[config.mk]
export PLATFORM = sky130hd
export DESIGN_NAME = lru_timestamp_cache_top_flat
export DESIGN_NICKNAME = d
export VERILOG_FILES = /design/src/hdl/ltc_pkg.sv /design/src/hdl/ltc_if.sv /design/src/hdl/ltc_ram.sv /design/src/hdl/ltc_seq.sv /design/src/hdl/lru_timestamp_cache_top.sv /design/src/flat_wrapper.sv
export SDC_FILE = /design/constraint.sdc
export NUM_CORES = 2
export LEC_CHECK = 0
export BUFFER_PORTS_ARGS = -buffer_cell sky130_fd_sc_hd__buf_2
export CAP_MARGIN = 10
export CORE_ASPECT_RATIO = 0.9
export CORE_MARGIN = 2
export CORE_UTILIZATION = 34
export CTS_BUF_LIST = sky130_fd_sc_hd__clkbuf_8
export DETAILED_ROUTE_END_ITERATION = 10
export PLACE_DENSITY = 0.49
export SLEW_MARGIN = 40
export SYNTH_ARGS = -nofsm -noshare
export SYNTH_HDL_FRONTEND = slang
export SYNTH_SLANG_ARGS = --single-unit
[constraint.sdc]
create_clock -name clk -period 21.9 [get_ports clk]
set_input_delay 4.38 -clock clk [delete_from_list [all_inputs] [get_ports clk]]
set_output_delay 4.38 -clock clk [all_outputs]
set_load 0.1 [all_outputs]
[src/hdl/ltc_pkg.sv]
package ltc_pkg;

  localparam int KEY_W   = 64;
  localparam int VAL_W   = 64;
  localparam int LEN_W   = 4;
  localparam int STAMP_W = 32;
  localparam int VAL_BYTES = 8;

  localparam logic [LEN_W-1:0]   MAX_LEN   = 4'd8;
  localparam logic [STAMP_W-1:0] CLOCK_MAX = 32'hFFFF_FFFF;
  localparam logic [STAMP_W-1:0] CLOCK_INIT = 32'd1;

  localparam logic OP_FIND   = 1'b0;
  localparam logic OP_INSERT = 1'b1;

  typedef enum logic [2:0] {
    ST_CLEAR,
    ST_IDLE,
    ST_SCAN,
    ST_COMMIT,
    ST_OUT
  } state_t;

  typedef struct packed {
    logic in_ready;
    logic clr_we;
    logic rd_en;
    logic dat_vld;
    logic commit;
    logic out_valid;
  } seq_ctl_t;

endpackage

[src/hdl/ltc_if.sv]
interface ltc_in_if;
  logic                          valid;
  logic                          ready;
  logic                          opcode;
  logic [ltc_pkg::KEY_W-1:0]     key;
  logic [ltc_pkg::VAL_W-1:0]     value;
  logic [ltc_pkg::LEN_W-1:0]     value_length;

  modport source (output valid, opcode, key, value, value_length, input ready);
  modport sink   (input valid, opcode, key, value, value_length, output ready);
endinterface

interface ltc_out_if;
  logic                          valid;
  logic                          ready;
  logic                          hit;
  logic [ltc_pkg::VAL_W-1:0]     value_res;
  logic [ltc_pkg::LEN_W-1:0]     value_length_res;

  modport source (output valid, hit, value_res, value_length_res, input ready);
  modport sink   (input valid, hit, value_res, value_length_res, output ready);
endinterface

[src/hdl/ltc_ram.sv]
module ltc_ram #(
  parameter int WIDTH = 8,
  parameter int DEPTH = 16,
  localparam int AW = (DEPTH > 1) ? $clog2(DEPTH) : 1
) (
  input  logic             clk,
  input  logic             we,
  input  logic [AW-1:0]    waddr,
  input  logic [WIDTH-1:0] wdata,
  input  logic             re,
  input  logic [AW-1:0]    raddr,
  output logic [WIDTH-1:0] rdata
);

  logic [WIDTH-1:0] mem [DEPTH];
  logic [WIDTH-1:0] rdata_r;

  always_ff @(posedge clk) begin
    if (we) begin
      mem[waddr] <= wdata;
    end
    if (re) begin
      rdata_r <= mem[raddr];
    end
  end

  assign rdata = rdata_r;

endmodule

[src/hdl/ltc_seq.sv]
module ltc_seq #(
  parameter int SLOTS = 16,
  localparam int AW = (SLOTS > 1) ? $clog2(SLOTS) : 1,
  localparam int CW = $clog2(SLOTS + 1)
) (
  input  logic               clk,
  input  logic               rst_n,
  input  logic               in_fire,
  input  logic               out_fire,
  input  logic               is_insert,
  output ltc_pkg::seq_ctl_t  ctl,
  output logic [AW-1:0]      addr,
  output logic [AW-1:0]      dat_idx
);

  ltc_pkg::state_t state_r, state_nxt;
  logic [CW-1:0]   cnt_r, cnt_nxt;
  logic            dat_vld_r;
  logic [AW-1:0]   dat_idx_r;

  logic clr_last;
  logic scan_last;

  assign clr_last  = (cnt_r == CW'(SLOTS - 1));
  assign scan_last = (cnt_r == CW'(SLOTS));

  // next state and slot counter
  always_comb begin
    state_nxt = state_r;
    cnt_nxt   = cnt_r;
    case (state_r)
      ltc_pkg::ST_CLEAR: begin
        if (clr_last) begin
          state_nxt = ltc_pkg::ST_IDLE;
          cnt_nxt   = '0;
        end else begin
          cnt_nxt = cnt_r + CW'(1);
        end
      end
      ltc_pkg::ST_IDLE: begin
        cnt_nxt = '0;
        if (in_fire) begin
          state_nxt = ltc_pkg::ST_SCAN;
        end
      end
      ltc_pkg::ST_SCAN: begin
        if (scan_last) begin
          state_nxt = is_insert ? ltc_pkg::ST_COMMIT : ltc_pkg::ST_OUT;
          cnt_nxt   = '0;
        end else begin
          cnt_nxt = cnt_r + CW'(1);
        end
      end
      ltc_pkg::ST_COMMIT: begin
        state_nxt = ltc_pkg::ST_OUT;
      end
      ltc_pkg::ST_OUT: begin
        if (out_fire) begin
          state_nxt = ltc_pkg::ST_IDLE;
        end
      end
      default: begin
        state_nxt = ltc_pkg::ST_IDLE;
        cnt_nxt   = '0;
      end
    endcase
  end

  // control outputs
  always_comb begin
    ctl           = '0;
    ctl.dat_vld   = dat_vld_r;
    case (state_r)
      ltc_pkg::ST_CLEAR:  ctl.clr_we    = 1'b1;
      ltc_pkg::ST_IDLE:   ctl.in_ready  = 1'b1;
      ltc_pkg::ST_SCAN:   ctl.rd_en     = !scan_last;
      ltc_pkg::ST_COMMIT: ctl.commit    = 1'b1;
      ltc_pkg::ST_OUT:    ctl.out_valid = 1'b1;
      default:            ctl           = '0;
    endcase
  end

  assign addr    = cnt_r[AW-1:0];
  assign dat_idx = dat_idx_r;

  always_ff @(posedge clk) begin
    if (!rst_n) begin
      state_r   <= ltc_pkg::ST_CLEAR;
      cnt_r     <= '0;
      dat_vld_r <= 1'b0;
    end else begin
      state_r   <= state_nxt;
      cnt_r     <= cnt_nxt;
      dat_vld_r <= ctl.rd_en;
    end
  end

  always_ff @(posedge clk) begin
    dat_idx_r <= cnt_r[AW-1:0];
  end

endmodule

[src/hdl/lru_timestamp_cache_top.sv]
// Find: the input beat is taken in ST_IDLE, then ST_SCAN, then the result in ST_OUT;
// insert: ST_SCAN, ST_COMMIT, ST_OUT. One request at a time: the slot scan reads one
// entry per cycle from the single read port of the entry RAM, and the result beat
// is held in ST_OUT until out_bus.ready.
// Reset (rst_n low, synchronous) sets the use clock to one and then runs a clearing
// pass over all SLOTS slots that zeroes every stamp; in_ready stays low until it ends.
module lru_timestamp_cache_top #(
  parameter int SLOTS    = 16,
  parameter int KEY_BITS = 64
) (
  input  logic      clk,
  input  logic      rst_n,
  ltc_in_if.sink    in_bus,
  ltc_out_if.source out_bus
);

  localparam int AW = (SLOTS > 1) ? $clog2(SLOTS) : 1;

  // entry layout: {stamp, length, value, key}
  localparam int VAL_LSB   = KEY_BITS;
  localparam int LEN_LSB   = VAL_LSB + ltc_pkg::VAL_W;
  localparam int STAMP_LSB = LEN_LSB + ltc_pkg::LEN_W;
  localparam int EW        = STAMP_LSB + ltc_pkg::STAMP_W;

  ltc_pkg::seq_ctl_t ctl;
  logic [AW-1:0]     addr;
  logic [AW-1:0]     dat_idx;
  logic              in_fire;
  logic              out_fire;

  // request held for the length of the scan
  logic                          op_r;
  logic [KEY_BITS-1:0]           key_r;
  logic [ltc_pkg::VAL_W-1:0]     val_r;
  logic [ltc_pkg::LEN_W-1:0]     len_r;

  // scan state and result
  logic [ltc_pkg::STAMP_W-1:0]   clock_r;
  logic [ltc_pkg::STAMP_W-1:0]   clock_nxt;
  logic [ltc_pkg::STAMP_W-1:0]   best_r;
  logic [AW-1:0]                 victim_r;
  logic                          hit_r;
  logic [ltc_pkg::VAL_W-1:0]     res_val_r;
  logic [ltc_pkg::LEN_W-1:0]     res_len_r;

  logic [ltc_pkg::LEN_W-1:0]     len_sat;
  logic [ltc_pkg::VAL_W-1:0]     val_masked;

  logic [EW-1:0]                 rdata;
  logic [KEY_BITS-1:0]           e_key;
  logic [ltc_pkg::VAL_W-1:0]     e_val;
  logic [ltc_pkg::LEN_W-1:0]     e_len;
  logic [ltc_pkg::STAMP_W-1:0]   e_stamp;

  logic                          find_match;
  logic                          take_min;
  logic                          clock_adv;
  logic                          ram_we;
  logic [AW-1:0]                 ram_waddr;
  logic [EW-1:0]                 ram_wdata;

  assign in_fire  = in_bus.valid && in_bus.ready;
  assign out_fire = out_bus.valid && out_bus.ready;

  ltc_seq #(
    .SLOTS (SLOTS)
  ) u_seq (
    .clk       (clk),
    .rst_n     (rst_n),
    .in_fire   (in_fire),
    .out_fire  (out_fire),
    .is_insert (op_r == ltc_pkg::OP_INSERT),
    .ctl       (ctl),
    .addr      (addr),
    .dat_idx   (dat_idx)
  );

  ltc_ram #(
    .WIDTH (EW),
    .DEPTH (SLOTS)
  ) u_ram (
    .clk   (clk),
    .we    (ram_we),
    .waddr (ram_waddr),
    .wdata (ram_wdata),
    .re    (ctl.rd_en),
    .raddr (addr),
    .rdata (rdata)
  );

  // saturate the length and drop the value bytes above it
  always_comb begin
    len_sat = (in_bus.value_length > ltc_pkg::MAX_LEN) ? ltc_pkg::MAX_LEN
                                                       : in_bus.value_length;
    for (int b = 0; b < ltc_pkg::VAL_BYTES; b++) begin
      val_masked[b*8 +: 8] = (ltc_pkg::LEN_W'(b) < len_sat) ? in_bus.value[b*8 +: 8]
                                                             : 8'h00;
    end
  end

  // unpack the entry coming back from the RAM
  assign e_key   = rdata[KEY_BITS-1:0];
  assign e_val   = rdata[VAL_LSB +: ltc_pkg::VAL_W];
  assign e_len   = rdata[LEN_LSB +: ltc_pkg::LEN_W];
  assign e_stamp = rdata[STAMP_LSB +: ltc_pkg::STAMP_W];

  // shared compare step: key match on a find, smallest stamp on an insert
  assign find_match = ctl.dat_vld && (op_r == ltc_pkg::OP_FIND) &&
                      (e_stamp != '0) && (e_key == key_r);
  assign take_min   = (dat_idx == '0) || (e_stamp < best_r);

  // each stamp handed out advances the clock, which stops at its maximum
  assign clock_adv = find_match || ctl.commit;
  assign clock_nxt = (clock_r == ltc_pkg::CLOCK_MAX) ? clock_r
                                                      : clock_r + ltc_pkg::STAMP_W'(1);

  // write port: clearing pass, stamp refresh on a find hit, or the insert commit
  assign ram_we = ctl.clr_we || find_match || ctl.commit;

  always_comb begin
    if (ctl.clr_we) begin
      ram_waddr = addr;
      ram_wdata = '0;
    end else if (ctl.commit) begin
      ram_waddr = victim_r;
      ram_wdata = {clock_r, len_r, val_r, key_r};
    end else begin
      ram_waddr = dat_idx;
      ram_wdata = {clock_r, e_len, e_val, e_key};
    end
  end

  always_ff @(posedge clk) begin
    if (!rst_n) begin
      clock_r   <= ltc_pkg::CLOCK_INIT;
      op_r      <= ltc_pkg::OP_FIND;
      hit_r     <= 1'b0;
      res_val_r <= '0;
      res_len_r <= '0;
    end else begin
      if (clock_adv) begin
        clock_r <= clock_nxt;
      end
      if (in_fire) begin
        op_r      <= in_bus.opcode;
        hit_r     <= 1'b0;
        res_val_r <= '0;
        res_len_r <= '0;
      end else if (find_match) begin
        // later matches overwrite earlier ones
        hit_r     <= 1'b1;
        res_val_r <= e_val;
        res_len_r <= e_len;
      end
    end
  end

  always_ff @(posedge clk) begin
    if (in_fire) begin
      key_r <= in_bus.key[KEY_BITS-1:0];
      val_r <= val_masked;
      len_r <= len_sat;
    end
    // track the least recently used slot, lowest index on a tie
    if (ctl.dat_vld && (op_r == ltc_pkg::OP_INSERT) && take_min) begin
      best_r   <= e_stamp;
      victim_r <= dat_idx;
    end
  end

  assign in_bus.ready              = ctl.in_ready;
  assign out_bus.valid             = ctl.out_valid;
  assign out_bus.hit               = hit_r;
  assign out_bus.value_res         = res_val_r;
  assign out_bus.value_length_res  = res_len_r;

`ifndef SYNTH
  a_clock_monotonic: assert property (@(posedge clk) disable iff (!rst_n)
    rst_n |=> (clock_r >= $past(clock_r)))
    else $error("use clock went backward");

  a_clock_step: assert property (@(posedge clk) disable iff (!rst_n)
    rst_n |=> ((clock_r - $past(clock_r)) <= ltc_pkg::STAMP_W'(1)))
    else $error("use clock advanced by more than one in a cycle");

  a_no_accept_while_result: assert property (@(posedge clk) disable iff (!rst_n)
    out_bus.valid |-> !in_bus.ready)
    else $error("input taken while a result beat is pending");

  a_idle_no_write: assert property (@(posedge clk) disable iff (!rst_n)
    ctl.in_ready |-> !ram_we)
    else $error("entry RAM written while idle");

  a_insert_no_hit: assert property (@(posedge clk) disable iff (!rst_n)
    (out_bus.valid && (op_r == ltc_pkg::OP_INSERT)) |-> !out_bus.hit)
    else $error("insert reported a hit");
`endif

endmodule
[src/flat_wrapper.sv]
// flat-port wrapper written by rule: the top's interface ports become plain ports
module lru_timestamp_cache_top_flat 
#(
  parameter int SLOTS    = 16,
  parameter int KEY_BITS = 64
)
  (clk, rst_n, in_bus_valid, in_bus_opcode, in_bus_key, in_bus_value, in_bus_value_length, in_bus_ready, out_bus_valid, out_bus_hit, out_bus_value_res, out_bus_value_length_res, out_bus_ready);
  ltc_in_if in_bus_i ();
  ltc_out_if out_bus_i ();
  input  logic clk;
  input  logic rst_n;
  input wire logic [$bits(in_bus_i.valid)-1:0] in_bus_valid;
  input wire logic [$bits(in_bus_i.opcode)-1:0] in_bus_opcode;
  input wire logic [$bits(in_bus_i.key)-1:0] in_bus_key;
  input wire logic [$bits(in_bus_i.value)-1:0] in_bus_value;
  input wire logic [$bits(in_bus_i.value_length)-1:0] in_bus_value_length;
  output wire logic [$bits(in_bus_i.ready)-1:0] in_bus_ready;
  output wire logic [$bits(out_bus_i.valid)-1:0] out_bus_valid;
  output wire logic [$bits(out_bus_i.hit)-1:0] out_bus_hit;
  output wire logic [$bits(out_bus_i.value_res)-1:0] out_bus_value_res;
  output wire logic [$bits(out_bus_i.value_length_res)-1:0] out_bus_value_length_res;
  input wire logic [$bits(out_bus_i.ready)-1:0] out_bus_ready;
  assign in_bus_i.valid = in_bus_valid;
  assign in_bus_i.opcode = in_bus_opcode;
  assign in_bus_i.key = in_bus_key;
  assign in_bus_i.value = in_bus_value;
  assign in_bus_i.value_length = in_bus_value_length;
  assign in_bus_ready = in_bus_i.ready;
  assign out_bus_valid = out_bus_i.valid;
  assign out_bus_hit = out_bus_i.hit;
  assign out_bus_value_res = out_bus_i.value_res;
  assign out_bus_value_length_res = out_bus_i.value_length_res;
  assign out_bus_i.ready = out_bus_ready;
  lru_timestamp_cache_top #(.SLOTS(SLOTS), .KEY_BITS(KEY_BITS)) u_core (.clk(clk), .rst_n(rst_n), .in_bus(in_bus_i), .out_bus(out_bus_i));
endmodule
**Word-level counts from Yosys, hierarchy flattened**

Memories as Yosys holds them, arrays and structs flattened. A register that Yosys moved wholly into a read port is not among the register bits.
Index checks and enable logic that the tools add are counted.

- Flip-flop bits (word level): 283
- Input port bits: 137
- Output and inout bits: 71
- Memories: 1
- Bits in writable memories: 2624
- Word-level logic and storage cells: 91

- Reductions and logical operators: 20
- Mux-type cells: 22
- Bitwise logic cells: 3
- Add/sub/neg operators: 2
- Equal/unequal tests: 12
- $lt $le $gt $ge: 10

Memories:

| memory | depth | bits a word | rd ports | clocked after Yosys merged registers in | wr ports | RTL line | RTL |
|---|---|---|---|---|---|---|---|
| u_core.u_ram.mem | 16 | 164 | 1 | 1 | 1 | ltc_ram.sv:15 | `logic [WIDTH-1:0] mem [DEPTH];` |

Operator list:

| kind | number |
|---|---|
| $mux 164 | 1 |
| $mux 132 | 1 |
| $eq 64x64->1 | 1 |
| $add 32x1->32 const B | 1 |
| $eq 32x32->1 const B | 1 |
| $lt 32x32->1 | 1 |
| $reduce_bool 32->1 | 1 |
| $lt 3x4->1 const A | 4 |
| $mux 3 | 5 |
| $pmux 3 s5 | 1 |
| $pmux 5 s3 | 1 |
| $mux 4 | 3 |
| $mux 5 | 2 |
| $lt 1x4->1 const A | 2 |
| $lt 2x4->1 const A | 2 |
| $mux 1 | 8 |
| $logic_and 1x1->1 | 7 |
| $eq 3x2->1 const B | 2 |
| $add 5x1->5 const B | 1 |
| $eq 5x4->1 const B | 1 |
| $eq 5x5->1 const B | 1 |
| $reduce_or 5->1 | 1 |
| $gt 4x4->1 const B | 1 |
| $logic_not 4->1 | 1 |
| 11 further kinds | 19 |

**Depth between registers and ports, before layout**

- Depth in word-level cells: 10
- Depth in mapped cells: 12
- Gate-level depth less buffers: 9

**Hierarchy**

From an unflattened synthesis, not the netlist that was laid out.

- Cell total of the unflattened synthesis: 5644
- Area, all modules: 117850.5 um2

Modules (own cells, without submodules):

| module | cells an instance | area each (um2) | times used | seq. area each (um2) |
|---|---|---|---|---|
| ltc_ram | 4277 | 103367.9 | 1 | 83720.3 |
| lru_timestamp_cache_top | 1288 | 13746.9 | 1 | 7086.8 |
| ltc_seq | 79 | 735.7 | 1 | 260.2 |

**Least setup slack after synthesis**

OpenSTA, ideal clock, no wires.

- Path kind: reg2reg
- From: register u_core.key_r[58]
- To: memory u_core.u_ram.mem[5][0] (netlist bit) (enable)
- Data required time: 20.812 ns
- Library setup time: 1.088 ns
- Arrival: 17.443 ns
- Stages on the path, launching flop included: 9
- Buffers on the path: 1
- Slack: 3.369 ns
- Period minus slack after synthesis: 18.531 ns
- Path through: edfxtp_1 > xnor2_1 > nand2_1 > or3b_2 > nor4b_1 > nand4_1 > buf_2 > o21a_1 > nor4_1

- Word-level cells in the longest chain between the ends: 6

Ends and longest elaborated chain:

| item | RTL line | RTL |
|---|---|---|
| start: declaration | lru_timestamp_cache_top.sv:33 | `logic [KEY_BITS-1:0] key_r;` |
| start signal: assignment | lru_timestamp_cache_top.sv:160 | `key_r <= in_bus.key[KEY_BITS-1:0];` |
| $eq 64x64->1 | lru_timestamp_cache_top.sv:109 | `(e_stamp != '0) && (e_key == key_r);` |
| $logic_and 1x1->1 | lru_timestamp_cache_top.sv:109 |  |
| $logic_or 1x1->1 (2 in a row) | lru_timestamp_cache_top.sv:118 | `assign ram_we = ctl.clr_we \|\| find_match \|\| ctl.commit;` |
| $mux 1 | ltc_ram.sv:19 | `if (we) begin` |
| $mux 1 (not written as such) | ltc_ram.sv:20 | `mem[waddr] <= wdata;` |
| end: declaration | ltc_ram.sv:15 |  |

Every way passes these cells.

**Worst setup path after layout**

- From: register u_core.u_seq.state_r[0]
- To: output in_bus_ready

- Word-level cells in the longest chain between the ends: 2

Ends and longest elaborated chain:

| item | RTL line | RTL |
|---|---|---|
| start: declaration | ltc_seq.sv:16 | `ltc_pkg::state_t state_r, state_nxt;` |
| start signal: assignment | ltc_seq.sv:88 | `state_r <= ltc_pkg::ST_CLEAR;` |
| start signal: assignment | ltc_seq.sv:92 | `state_r <= state_nxt;` |
| $eq 3x1->1 | ltc_seq.sv:73 | `case (state_r)` |
| $mux 1 | ltc_seq.sv:73 |  |
| end: declaration | flat_wrapper.sv:17 | `output wire logic [$bits(in_bus_i.ready)-1:0] in_bus_ready;` |

Every way passes these cells.

==> impl_metrics.env <==
export IMPL_syn_area_per_cell_sq_um=22.00
export IMPL_path_class="reg -> out"
export IMPL_yosysTopAreaCell="edfxtp_1"
export IMPL_dieHeight_um=561.0
export IMPL_path_cells="inv_1 > nor3_1 > buf_2"
export IMPL_worstPathBufferInverterCount=2
export IMPL_postSynth_asyncResetShare_pct=0
export IMPL_cts_setup_buffers=0
export IMPL_cap_violations=0
export IMPL_clockBufferDepth=4
export IMPL_coreArea_sq_um=343000
export IMPL_die_x_um=622.9
export IMPL_fin_cells=10864
export IMPL_syn2layout_area_growth_pct=14.84
export IMPL_syn_cell_area_sq_um=117200
export IMPL_startpoint_type="register"
export IMPL_placed_area_sq_um=125200
export IMPL_synthTopCellsByCount="2,956 x edfxtp_1, 820 x mux4_2, 299 x nand2_1"
export IMPL_wl_um=306900
export IMPL_vdd_drop_max_uv=233.0
export IMPL_nets=6104
export IMPL_cts_hold_buf=0
export IMPL_cp_slowest_cell="buf_2"
export IMPL_gp_congestion=0.7454
export IMPL_wl_per_cell_um=28.25
export IMPL_relSlewSlack_pct=40.62
export IMPL_max_freq_mhz=142.3
export IMPL_final_core_util_pct=39.24
export IMPL_grt_pass1_wl_um=437900
export IMPL_drc=0
export IMPL_pre_cts_slack_ps=14710
export IMPL_dpl_cell_count=9932
export IMPL_drtIter0Drc=5374
export IMPL_critPathTopFamily="buffers and inverters"
export IMPL_port_buffers=207
export IMPL_p_leak_nw=43.14
export IMPL_seqCellArea_sq_um=91080
export IMPL_h_tree_depth=6
export IMPL_critPathMaxFanout=7
export IMPL_hp_class="reg -> reg"
export IMPL_finalWorstSetupSlack_ps=14870
export IMPL_fin_crit_sh_pct=32.10
export IMPL_cts_clk_slew_worst_paths_ps=60
export IMPL_synth_most_common_cell="edfxtp_1"
export IMPL_setup_viol=0
export IMPL_grt_pass1_vias=59238
export IMPL_cpPeakStageDelay_ps=540
export IMPL_numClockSinks=3071
export IMPL_io_pin_count=208
export IMPL_worst_pin_slew_ps=890.7
export IMPL_ys_warn_count=0
export IMPL_netlist_instances=5328
export IMPL_crit_arrival_ps=2650
export IMPL_status="completed"
export IMPL_rows=204
export IMPL_required_ps=17520
export IMPL_finalHoldViolations=0
export IMPL_grt_max_degree=90
export IMPL_cts_buffers=528
export IMPL_via_per_inst=5.149
export IMPL_finClkSkew_ps=137.0
export IMPL_layout_drive_gt1_share_pct=31.11
export IMPL_dp_hpwl_um=161600
export IMPL_drtAntennaViolNets=0
export IMPL_ys_seq_area_share_pct=77.69
export IMPL_tritoncts="built"
export IMPL_post_cts_resized=0
export IMPL_start_util_pct=34.17
export IMPL_yosysTopAreaCellShare_pct=75.72
export IMPL_ys_ff_latch=3071
export IMPL_cts_root_buf="clkbuf_8"
export IMPL_synth_area_leaders="edfxtp_1 76%, mux4_2 16%, dfxtp_1 2.0%"
export IMPL_rsz0062_at_grt="no"
export IMPL_first_pass_iters=6
export IMPL_whs_ps=456.4
export IMPL_fin_area_sq_um=134600
export IMPL_dieArea_sq_um=349500
export IMPL_antenna_found_initial=21
export IMPL_overflow=0
export IMPL_multi_input_area_sq_um=25590
export IMPL_power_mw=19.45
export IMPL_setup_tns_final_ps=0
export IMPL_synth_flop_cell="edfxtp_1"
export IMPL_power_density_nw_per_um2=144.5
export IMPL_syn_nets=5501
export IMPL_clkLatencyLatePin_ps=1140
export IMPL_cp_end_kind="output port"
export IMPL_yosysUniqueCellTypes=54
export IMPL_synth_edf_count=2956
export IMPL_finalMaxSlewViolations=0
export IMPL_fin_crit_ps=7029
export IMPL_nFillCells=30807
export IMPL_vias=55935
export IMPL_grt_total_usage_pct=17.33
==> metal layers <==
layer  vias to the layer above  GRT usage (%)  part of all wire [%]
met2                      1610          28.56                    49
met5                         -              0                 0.015
met1                     30374          23.58                    43
met3                       466          3.087                   5.1
li1                      23479              -                     -
met4                         6          5.058                   2.6
==> path summary, 6_finish.rpt <==
kind	from	to	slack, ps	depth (start not counted)
max	u_core.u_seq.state_r[0]$_SDFFE_PN0P_	in_bus_ready	14870	3
min reg2reg	u_core.u_ram.rdata[163]$_DFFE_PP_	u_core.best_r[31]$_DFFE_PP_	460	0
min	u_core.u_ram.rdata[163]$_DFFE_PP_	u_core.best_r[31]$_DFFE_PP_	460	0
max reg2reg	u_core.key_r[28]$_DFFE_PP_	u_core.u_ram.mem[10][63]$_DFFE_PP_	16160	11
==> where the power goes <==
part	switching [mW]	internal [mW]	leakage, nW
combinational	3.64	2.06	9.51
clock	2.33	2.34	5.40
sequential	0.316	8.75	28.2
total	6.29	13.2	43.1
==> placed cells by master, fill, tap and decap left out, types with 8 or more instances in the layout <==
cell type and count:
nand3_1 24, edfxtp_1 2956, nand4_1 33, xor2_1 27
a21o_1 14, and2_1 47, nor3_1 12, inv_8 14
buf_16 14, nor4_2 8, buf_2 207, inv_6 16
clkinvlp_4 18, ha_1 36, nor4_1 31, a21oi_2 130
buf_12 18, inv_1 224, and3_1 10, dfxtp_1 111
mux2i_1 75, nor2_1 93, xnor2_1 26, a21oi_1 40
nand2b_1 13, o21ai_0 30, mux4_2 820, or3_1 23
clkinv_1 108, buf_6 44, buf_4 61, nor2b_1 82
nand2_1 298, diode_2 9, clkbuf_8 542, nor3_2 10
clkinv_2 35
==> area by class of cell <==
class | instances | share of cell area (%)
Clock buffer | 542 | 5.541
Sequential cell | 3071 | 67.66
Tap cell | 4532 | 4.212
Antenna cell | 9 | 0.01673
Inverter | 45 | 0.1366
Multi-Input combinational cell | 1940 | 19.01
Timing Repair Buffer | 345 | 2.043
Clock inverter | 380 | 1.377
==> flip-flops by register name, summed over array words and instances, names as in the netlist, 4 cells and up <==
name                             cells
u_core.best_r                       32
u_core.clock_r                      32
u_core.key_r                        64
u_core.len_r                         4
u_core.out_bus.value_length_res      4
u_core.out_bus.value_res            64
u_core.u_ram.mem                  2624
u_core.u_ram.rdata                 164
u_core.u_seq.cnt_r                   5
u_core.u_seq.dat_idx                 4
u_core.val_r                        64
u_core.victim_r                      4
==> worst register-to-register path: stages (launching register included) <==
cell	delay (ps)
edfxtp_1	420
xor2_1	220
nor4_1	400
nand4_1	190
nor4_1	760
nand4_1	160
buf_4	220
o31a_1	420
nor3_4	560
buf_6	610
buf_6	620
buf_4	740
==> cell families after synthesis <==
logic type,Yosys count,share of synthesized area [%]
muxes,895,16.40
AOI/OAI and AO/OA,249,1.175
DFF,3071,77.69
buffers and inverters,317,1.047
and+or+nand+nor,707,2.914
adders and majority gates,36,0.3843
xor gates and xnor gates,53,0.3960
(Power assumes the default switching activity.)
